**src/rtl/cfd_pkg.sv**
```systemverilog
// ----------------------------------------------------------------------------
// cfd_pkg
// Shared types and constants for the COBS frame decoder: word formats,
// error codes and the size of the queue between the front and back parts.
// ----------------------------------------------------------------------------
package cfd_pkg;

    // Code byte that starts a run with no implied zero.
    localparam logic [7:0] CODE_FULL_RUN = 8'hFF;
    localparam logic [7:0] CODE_ZERO     = 8'h00;

    // Queue between the decode front and the output back.
    localparam int QDEPTH = 4;
    localparam int QAW    = $clog2(QDEPTH);
    localparam int QCW    = $clog2(QDEPTH + 1);

    typedef enum logic [1:0] {
        ERR_NONE      = 2'd0,
        ERR_ZERO_CODE = 2'd1,
        ERR_OVERRUN   = 2'd2,
        ERR_TOO_LONG  = 2'd3
    } t_err;

    typedef struct packed {
        logic [7:0] data_byte;
        logic       block_end;
    } t_in_item;

    typedef struct packed {
        logic [7:0]  out_byte;
        logic        byte_valid;
        logic        frame_done;
        t_err        error_kind;
        logic [15:0] decoded_length;
    } t_out_item;

    // Queue status seen by the front and back parts.
    typedef struct packed {
        logic full;
        logic nonempty;
    } t_q_stat;

endpackage

```
**src/rtl/cobs_frame_decoder_top.sv**
```systemverilog
// ----------------------------------------------------------------------------
// cobs_frame_decoder_top
// COBS block decoder, one encoded word in per cycle while o_stall is low, delimiter stripped.
// ----------------------------------------------------------------------------
// Usage:
//   Input channel (i_valid / o_stall / i_in): one encoded byte per word, with
//   block_end set on the last byte of a block. A word is taken at a clock
//   edge with i_valid high and o_stall low.
//   Output channel (o_valid / i_stall / o_out): one word per decoded byte;
//   the final byte of each block always gets a word, which also carries
//   frame_done, error_kind and decoded_length. Other bytes that decode to
//   nothing (code bytes, or anything after an error) produce no word. On an
//   error the bytes already sent belong to a bad block and must be discarded.
//   Config channel (i_cfg_valid / o_cfg_ready / i_cfg_data): writes the
//   capacity limit; always ready. Write it only while the block is idle.
// Timing:
//   Sustains one input word per cycle while o_stall is low. A result is
//   written into the queue at the edge that accepts its input word, and
//   moves into the output register once that register is free.
// Reset (synchronous, active low): clears the run state, empties the
//   queue and output register, and sets the capacity limit to 65535.
// Stall: the output register holds its word; results collect in a
//   four-word queue, and o_stall rises once that queue is full.
// ----------------------------------------------------------------------------
module cobs_frame_decoder_top (
    input  logic                i_clk,
    input  logic                i_rst_n,
    // encoded input
    input  logic                i_valid,
    output logic                o_stall,
    input  cfd_pkg::t_in_item   i_in,
    // decoded output
    output logic                o_valid,
    input  logic                i_stall,
    output cfd_pkg::t_out_item  o_out,
    // capacity register write
    input  logic                i_cfg_valid,
    output logic                o_cfg_ready,
    input  logic [15:0]         i_cfg_data
);

    logic [15:0]        r_max_len;
    logic               push;
    logic               pop;
    cfd_pkg::t_out_item push_item;
    cfd_pkg::t_out_item head;
    cfd_pkg::t_q_stat   q_stat;

    // Capacity register: take every write at once.
    assign o_cfg_ready = 1'b1;

    always_ff @(posedge i_clk) begin
        if (!i_rst_n) begin
            r_max_len <= 16'hFFFF;
        end else if (i_cfg_valid && o_cfg_ready) begin
            r_max_len <= i_cfg_data;
        end
    end

    // Front: accept and decode, push results.
    cfd_front u_front (
        .i_clk       (i_clk),
        .i_rst_n     (i_rst_n),
        .i_valid     (i_valid),
        .o_stall     (o_stall),
        .i_in        (i_in),
        .i_max_len   (r_max_len),
        .i_q_stat    (q_stat),
        .o_push      (push),
        .o_push_item (push_item)
    );

    // Queue: decouple decode from the output stall.
    cfd_queue u_queue (
        .i_clk       (i_clk),
        .i_rst_n     (i_rst_n),
        .i_push      (push),
        .i_push_item (push_item),
        .i_pop       (pop),
        .o_head      (head),
        .o_stat      (q_stat)
    );

    // Back: drive the output register.
    cfd_back u_back (
        .i_clk    (i_clk),
        .i_rst_n  (i_rst_n),
        .i_q_stat (q_stat),
        .i_head   (head),
        .o_pop    (pop),
        .o_valid  (o_valid),
        .i_stall  (i_stall),
        .o_out    (o_out)
    );

endmodule

```
**src/rtl/cfd_front.sv**
```systemverilog
// ----------------------------------------------------------------------------
// cfd_front
// Accepts encoded words, tracks the run state of the current block and
// pushes one result word into the queue when a byte is decoded or the
// block ends.
// ----------------------------------------------------------------------------
module cfd_front (
    input  logic                i_clk,
    input  logic                i_rst_n,
    input  logic                i_valid,
    output logic                o_stall,
    input  cfd_pkg::t_in_item   i_in,
    input  logic [15:0]         i_max_len,
    input  cfd_pkg::t_q_stat    i_q_stat,
    output logic                o_push,
    output cfd_pkg::t_out_item  o_push_item
);

    logic [7:0]    r_lit, n_lit;
    logic          r_zp, n_zp;
    logic [15:0]   r_cnt, n_cnt;
    cfd_pkg::t_err r_err, n_err;

    logic          accept;
    logic          dec_valid;
    logic [7:0]    dec_value;
    logic          last;

    assign o_stall = i_q_stat.full;
    assign accept  = i_valid && !i_q_stat.full;
    assign last    = i_in.block_end;

    always_comb begin
        n_lit     = r_lit;
        n_zp      = r_zp;
        n_cnt     = r_cnt;
        n_err     = r_err;
        dec_valid = 1'b0;
        dec_value = 8'd0;
        if (r_err == cfd_pkg::ERR_NONE) begin
            if (r_lit == 8'd0) begin
                // Code byte: release the pending zero first.
                if (r_zp) begin
                    if (r_cnt >= i_max_len) begin
                        n_err = cfd_pkg::ERR_TOO_LONG;
                    end else begin
                        dec_valid = 1'b1;
                        n_cnt     = r_cnt + 16'd1;
                        n_zp      = 1'b0;
                    end
                end
                if (n_err == cfd_pkg::ERR_NONE) begin
                    if (i_in.data_byte == cfd_pkg::CODE_ZERO) begin
                        n_err = cfd_pkg::ERR_ZERO_CODE;
                    end else begin
                        n_lit = i_in.data_byte - 8'd1;
                        n_zp  = (i_in.data_byte != cfd_pkg::CODE_FULL_RUN);
                    end
                end
            end else begin
                if (r_cnt >= i_max_len) begin
                    n_err = cfd_pkg::ERR_TOO_LONG;
                end else begin
                    dec_valid = 1'b1;
                    dec_value = i_in.data_byte;
                    n_cnt     = r_cnt + 16'd1;
                    n_lit     = r_lit - 8'd1;
                end
            end
            if (n_err == cfd_pkg::ERR_NONE && last && n_lit != 8'd0) begin
                n_err = cfd_pkg::ERR_OVERRUN;
            end
            // Drop the byte that raised an error.
            if (n_err != cfd_pkg::ERR_NONE) begin
                dec_valid = 1'b0;
                dec_value = 8'd0;
            end
        end
    end

    always_comb begin
        o_push                     = accept && (last || dec_valid);
        o_push_item.out_byte       = dec_value;
        o_push_item.byte_valid     = dec_valid;
        o_push_item.frame_done     = last;
        o_push_item.error_kind     = last ? n_err : cfd_pkg::ERR_NONE;
        o_push_item.decoded_length =
            (last && n_err == cfd_pkg::ERR_NONE) ? n_cnt : 16'd0;
    end

    always_ff @(posedge i_clk) begin
        if (!i_rst_n) begin
            r_lit <= 8'd0;
            r_zp  <= 1'b0;
            r_cnt <= 16'd0;
            r_err <= cfd_pkg::ERR_NONE;
        end else if (accept) begin
            if (last) begin
                r_lit <= 8'd0;
                r_zp  <= 1'b0;
                r_cnt <= 16'd0;
                r_err <= cfd_pkg::ERR_NONE;
            end else begin
                r_lit <= n_lit;
                r_zp  <= n_zp;
                r_cnt <= n_cnt;
                r_err <= n_err;
            end
        end
    end

endmodule

```
**src/rtl/cfd_queue.sv**
```systemverilog
// ----------------------------------------------------------------------------
// cfd_queue
// Short register queue of result words between the front and back parts.
// ----------------------------------------------------------------------------
module cfd_queue (
    input  logic                i_clk,
    input  logic                i_rst_n,
    input  logic                i_push,
    input  cfd_pkg::t_out_item  i_push_item,
    input  logic                i_pop,
    output cfd_pkg::t_out_item  o_head,
    output cfd_pkg::t_q_stat    o_stat
);

    cfd_pkg::t_out_item            r_mem [cfd_pkg::QDEPTH];
    logic [cfd_pkg::QAW-1:0]       r_wptr;
    logic [cfd_pkg::QAW-1:0]       r_rptr;
    logic [cfd_pkg::QCW-1:0]       r_cnt;
    logic                          do_push;
    logic                          do_pop;

    assign o_stat.full     = (r_cnt == cfd_pkg::QCW'(cfd_pkg::QDEPTH));
    assign o_stat.nonempty = (r_cnt != '0);
    assign o_head          = r_mem[r_rptr];

    assign do_push = i_push && !o_stat.full;
    assign do_pop  = i_pop && o_stat.nonempty;

    always_ff @(posedge i_clk) begin
        if (do_push) begin
            r_mem[r_wptr] <= i_push_item;
        end
    end

    always_ff @(posedge i_clk) begin
        if (!i_rst_n) begin
            r_wptr <= '0;
            r_rptr <= '0;
            r_cnt  <= '0;
        end else begin
            if (do_push) begin
                r_wptr <= r_wptr + 1'b1;
            end
            if (do_pop) begin
                r_rptr <= r_rptr + 1'b1;
            end
            case ({do_push, do_pop})
                2'b10:   r_cnt <= r_cnt + 1'b1;
                2'b01:   r_cnt <= r_cnt - 1'b1;
                default: r_cnt <= r_cnt;
            endcase
        end
    end

endmodule

```
**src/rtl/cfd_back.sv**
```systemverilog
// ----------------------------------------------------------------------------
// cfd_back
// Output register: takes the queue head whenever the register is empty or
// its word is being taken, and holds it while the receiver stalls.
// ----------------------------------------------------------------------------
module cfd_back (
    input  logic                i_clk,
    input  logic                i_rst_n,
    input  cfd_pkg::t_q_stat    i_q_stat,
    input  cfd_pkg::t_out_item  i_head,
    output logic                o_pop,
    output logic                o_valid,
    input  logic                i_stall,
    output cfd_pkg::t_out_item  o_out
);

    logic               r_valid;
    cfd_pkg::t_out_item r_out;

    assign o_pop   = i_q_stat.nonempty && (!r_valid || !i_stall);
    assign o_valid = r_valid;
    assign o_out   = r_out;

    always_ff @(posedge i_clk) begin
        if (o_pop) begin
            r_out <= i_head;
        end
    end

    always_ff @(posedge i_clk) begin
        if (!i_rst_n) begin
            r_valid <= 1'b0;
        end else if (o_pop) begin
            r_valid <= 1'b1;
        end else if (!i_stall) begin
            r_valid <= 1'b0;
        end
    end

endmodule

```
**config.mk**
```make
export PLATFORM = sky130hd
export DESIGN_NAME = cobs_frame_decoder_top
export DESIGN_NICKNAME = d
export VERILOG_FILES = /design/src/rtl/cfd_pkg.sv /design/src/rtl/cobs_frame_decoder_top.sv /design/src/rtl/cfd_front.sv /design/src/rtl/cfd_queue.sv /design/src/rtl/cfd_back.sv
export SDC_FILE = /design/constraint.sdc
export NUM_CORES = 1
export LEC_CHECK = 0
export BUFFER_PORTS_ARGS = -buffer_cell sky130_fd_sc_hd__buf_2
export CORE_MARGIN = 2
export CORE_UTILIZATION = 50
export DETAILED_ROUTE_END_ITERATION = 8
export GPL_ROUTABILITY_DRIVEN = 0
export PLACE_DENSITY_LB_ADDON = 0.15
export SLEW_MARGIN = 20
export SYNTH_ARGS = -nofsm -noshare
export SYNTH_HDL_FRONTEND = slang
export SYNTH_HIERARCHICAL = 1
export SYNTH_SLANG_ARGS = --single-unit
```
**constraint.sdc**
```tcl
create_clock -name i_clk -period 13.11 [get_ports i_clk]
set_input_delay 0.6555 -clock i_clk [delete_from_list [all_inputs] [get_ports i_clk]]
set_output_delay 0.6555 -clock i_clk [all_outputs]
set_load 0.03 [all_outputs]
```
==> results.json <==
{
  "synth.ff_latch_count": 193,
  "cp.required_ps": 13450,
  "min_to": "r_max_len[15]",
  "async_flop_share_pct": 0,
  "wl_mm": 17.0,
  "finalSetupViolCount": 0,
  "synth_area_um2": 8810,
  "worst_path_max_delay_cell": "dfxtp_1",
  "insertedDiodeCount": 0,
  "finalSetupTns_ps": 0,
  "slew_viol_final": 0,
  "grt_max_degree": 31,
  "cts-resized-gates": 0,
  "layout_common_cells": "140 x edfxtp_1, 62 x nor2_1, 59 x buf_2, 52 x dfxtp_1, 47 x nand2_1",
  "rows": 48,
  "crit-reg2reg-capture": "u_queue/r_cnt[2]",
  "globalRouteMet1Util_pct": 26.1,
  "final_nets": 782,
  "post-route-period-util_pct": 32.5,
  "drc_errors": 0,
  "top_usage_layer": "met2",
  "fmax_mhz": 235,
  "rsz0062_at_grt": "false",
  "numCtsBuffers": 17,
  "cp-startpoint": "u_front/r_cnt[1]",
  "vias": 5385,
  "multi_input_comb_area_um2": 3210,
  "area_growth_pct": 10.7,
  "layout-drive-gt1-share_pct": 17.9,
  "worstSkewPairLatency_ps": 420,
  "synthesis.nets": 733,
  "cts_max_path_buffers": 2,
  "first_pass_iters": 6,
  "seq_area_um2": 5270,
  "drtAntennaViolNets": 0,
  "grt.overflow.total": 0,
  "finClkSkew_ps": 10.7,
  "drt_iter0_markers": 328,
  "ys.flop_type": "edfxtp_1",
  "initial_core_util_pct": 51.1,
  "viasPerCell": 5.60,
  "ys_seq_area_share_pct": 59.8,
  "power_leakage_nw": 3.63,
  "synth_cells": 676,
  "cts.sinks": 193,
  "core_um2": 17200,
  "power_w": 0.00193,
  "post_cts_buffers": 0,
  "hold_depth": 3,
  "dieArea_um2": 18700,
  "synth_edf_count": 140,
  "reg2reg_depth": 17,
  "cp-start-kind": "flip-flop",
  "tightestPinTransition_ps": 1050,
  "critPathMaxFanout": 7,
  "die_y_um": 137,
  "io_pins": 61,
  "setup.worst_path.end_class": "flip-flop",
  "ys_warn_count": 6,
  "grt_usage_pct": 19.1,
  "grt_util_met3_pct": 3.59,
  "avgSynthCellArea_um2": 13.0,
  "crit_arrival_ps": 4600,
  "final_common_cell": "edfxtp_1",
  "ctsHtreeMaxLevel": 4,
  "relSlewSlack_pct": 29.5,
  "worst-setup-path-type": "reg -> reg",
  "routedWlPerCell_um": 17.7,
  "grt_pass1_vias": 5303,
  "cpLargestDelayFamily": "simple AND/OR/NAND/NOR gates",
  "path_cells": "ha_1 > nor2b_1 > o211a_1 > o311ai_4 > and3_1 > a21oi_1 > nor3_1 > nand2_1 > a21oi_1 > nor2b_1 > inv_1 > ha_1 > inv_1 > fa_1 > xor2_1 > or3_1 > a21boi_0",
  "fill_cells": 1407,
  "io_buffer_count": 59,
  "hold_viol_final": 0,
  "reg2reg_slack_ps": 8850,
  "min-delay-start": "i_cfg_data[15]",
  "crit_path_max_incr_delay_ps": 450,
  "outcome": "completed",
  "yosysUniqueCellTypes": 66,
  "worstHoldPathType": "in -> reg",
  "grt_pass1_wl_mm": 27.0,
  "powerDensity_nw_per_um2": 197,
  "met2_usage_pct": 31.2,
  "reg2reg_from": "u_front/r_cnt[1]",
  "cts_tree": "built",
  "dieWidth_um": 137,
  "clock-root-buffer": "clkbuf_16",
  "vdd_drop_max_mv": 0.0970,
  "period_minus_slack_ps": 4260,
  "clk_pin_slew_ps": 70,
  "grt_antenna_before_repair": 0,
  "worst-path-buf-inv": 2,
  "ctsHoldBuffers": 0,
  "maxCapViolations": 0,
  "place_hpwl_mm": 11.6
}
flip-flops by register name, indices dropped and copies added, names as in the netlist, named ones only:
| name | cells |
|---|---|
| u_front/r_cnt | 16 |
| u_queue/r_wptr | 2 |
| u_front/r_lit | 8 |
| u_queue/r_rptr | 2 |
| u_queue/r_mem | 112 |
| r_max_len | 16 |
| u_back/o_out | 28 |
| u_front/r_zp | 1 |
| u_back/o_valid | 1 |
| u_front/r_err | 2 |
| u_queue/r_cnt | 3 |
where the power goes:
| part | switching [W] | leakage [nW] | total, W | internal, W |
|---|---|---|---|---|
| combinational | 0.000364 | 1.60 | 0.000571 | 0.000207 |
| clock | 0.000215 | 0.260 | 0.000476 | 0.000261 |
| sequential | 0.0000619 | 1.77 | 0.000879 | 0.000817 |
synthesized netlist by cell type, types with 3 or more instances:
master / number / area, um2
a21oi_1: 34 / 170
a22oi_1: 8 / 60.1
a31oi_1: 9 / 56.3
and2_1: 9 / 56.3
and3_1: 8 / 50.1
buf_12: 3 / 60.1
buf_2: 9 / 45.0
buf_4: 5 / 37.5
clkbuf_1: 14 / 52.6
dfxtp_1: 53 / 1060
edfxtp_1: 140 / 4200
ha_1: 26 / 325
inv_1: 32 / 120
mux2i_1: 22 / 220
mux4_1: 8 / 210
mux4_2: 20 / 450
nand2_1: 47 / 176
nand2b_1: 7 / 43.8
nand3_1: 10 / 50.1
nand4_1: 8 / 50.1
nor2_1: 62 / 233
nor2b_1: 8 / 50.1
nor3_1: 13 / 65.1
nor3_2: 4 / 40.0
nor4_1: 6 / 37.5
o211ai_1: 4 / 30.0
o21ai_0: 25 / 125
or3_1: 14 / 87.6
xnor2_1: 14 / 123
xor2_1: 12 / 105
metrics by stage:
| stage | worst slack [ps] | hold slack (ps) | instance area [um2] | std cells | utilization [%] |
|---|---|---|---|---|---|
| global route | 8530 | 446 | 9750 | 961 | 56.6 |
| CTS | 8850 | 434 | 9750 | 961 | 56.6 |
| finish | 8850 | 456 | 9750 | 961 | 56.6 |
| floorplan | 8490 | 441 | 8810 | 676 | - |
| detailed placement | 8860 | 459 | 9210 | 931 | 53.5 |
| global placement | 9130 | 457 | 9210 | 931 | 53.5 |
per-layer routing:
metal  share of wire [%]  vias to the layer above
li1                    -                     2601
met1                  46                     2613
met2                  48                      153
met3                 4.2                       18
met4                 1.1                        0
met5                   0                        -
worst max path at each step:
stage / endpoint / slack, ps / depth (start not counted)
floorplan: u_queue/r_cnt[2] / 8490 / 8
global placement: u_queue/r_cnt[2] / 9130 / 17
detailed placement: u_queue/r_cnt[2] / 8860 / 17
CTS: u_queue/r_cnt[2] / 8850 / 17
global route: u_queue/r_cnt[2] / 8530 / 17
finish: u_queue/r_cnt[2] / 8850 / 17
cell type report:
cell class	count	share of cell area, %
Clock inverter	12	1.14
Tap cell	225	2.89
Sequential cell	193	54.0
Multi-Input combinational cell	416	32.9
Clock buffer	18	4.40
Timing Repair Buffer	64	3.41
Inverter	33	1.27
worst reg2reg max path, stage by stage (launching register included):
cell,delay [ps]
dfxtp_1,450
ha_1,290
nor2b_1,140
o211a_1,240
o311ai_4,380
and3_1,330
a21oi_1,110
nor3_1,370
nand2_1,120
a21oi_1,140
nor2b_1,420
inv_1,100
ha_1,240
inv_1,100
fa_1,200
xor2_1,80
or3_1,300
a21boi_0,200
cells by family after synthesis:
| logic type | after synthesis | synth area share [%] |
|---|---|---|
| flip-flops | 193 | 59.8 |
| adder cells (fa/ha/maj) | 27 | 3.92 |
| buffers and inverters | 67 | 3.92 |
| XOR/XNOR | 26 | 2.59 |
| AND/OR/NAND/NOR | 212 | 12.6 |
| AO/OA/AOI/OAI | 99 | 7.07 |
| other | 1 | 0.0426 |
| multiplexers | 51 | 10.1 |
Note: power is estimated with default switching activity, not from simulation.
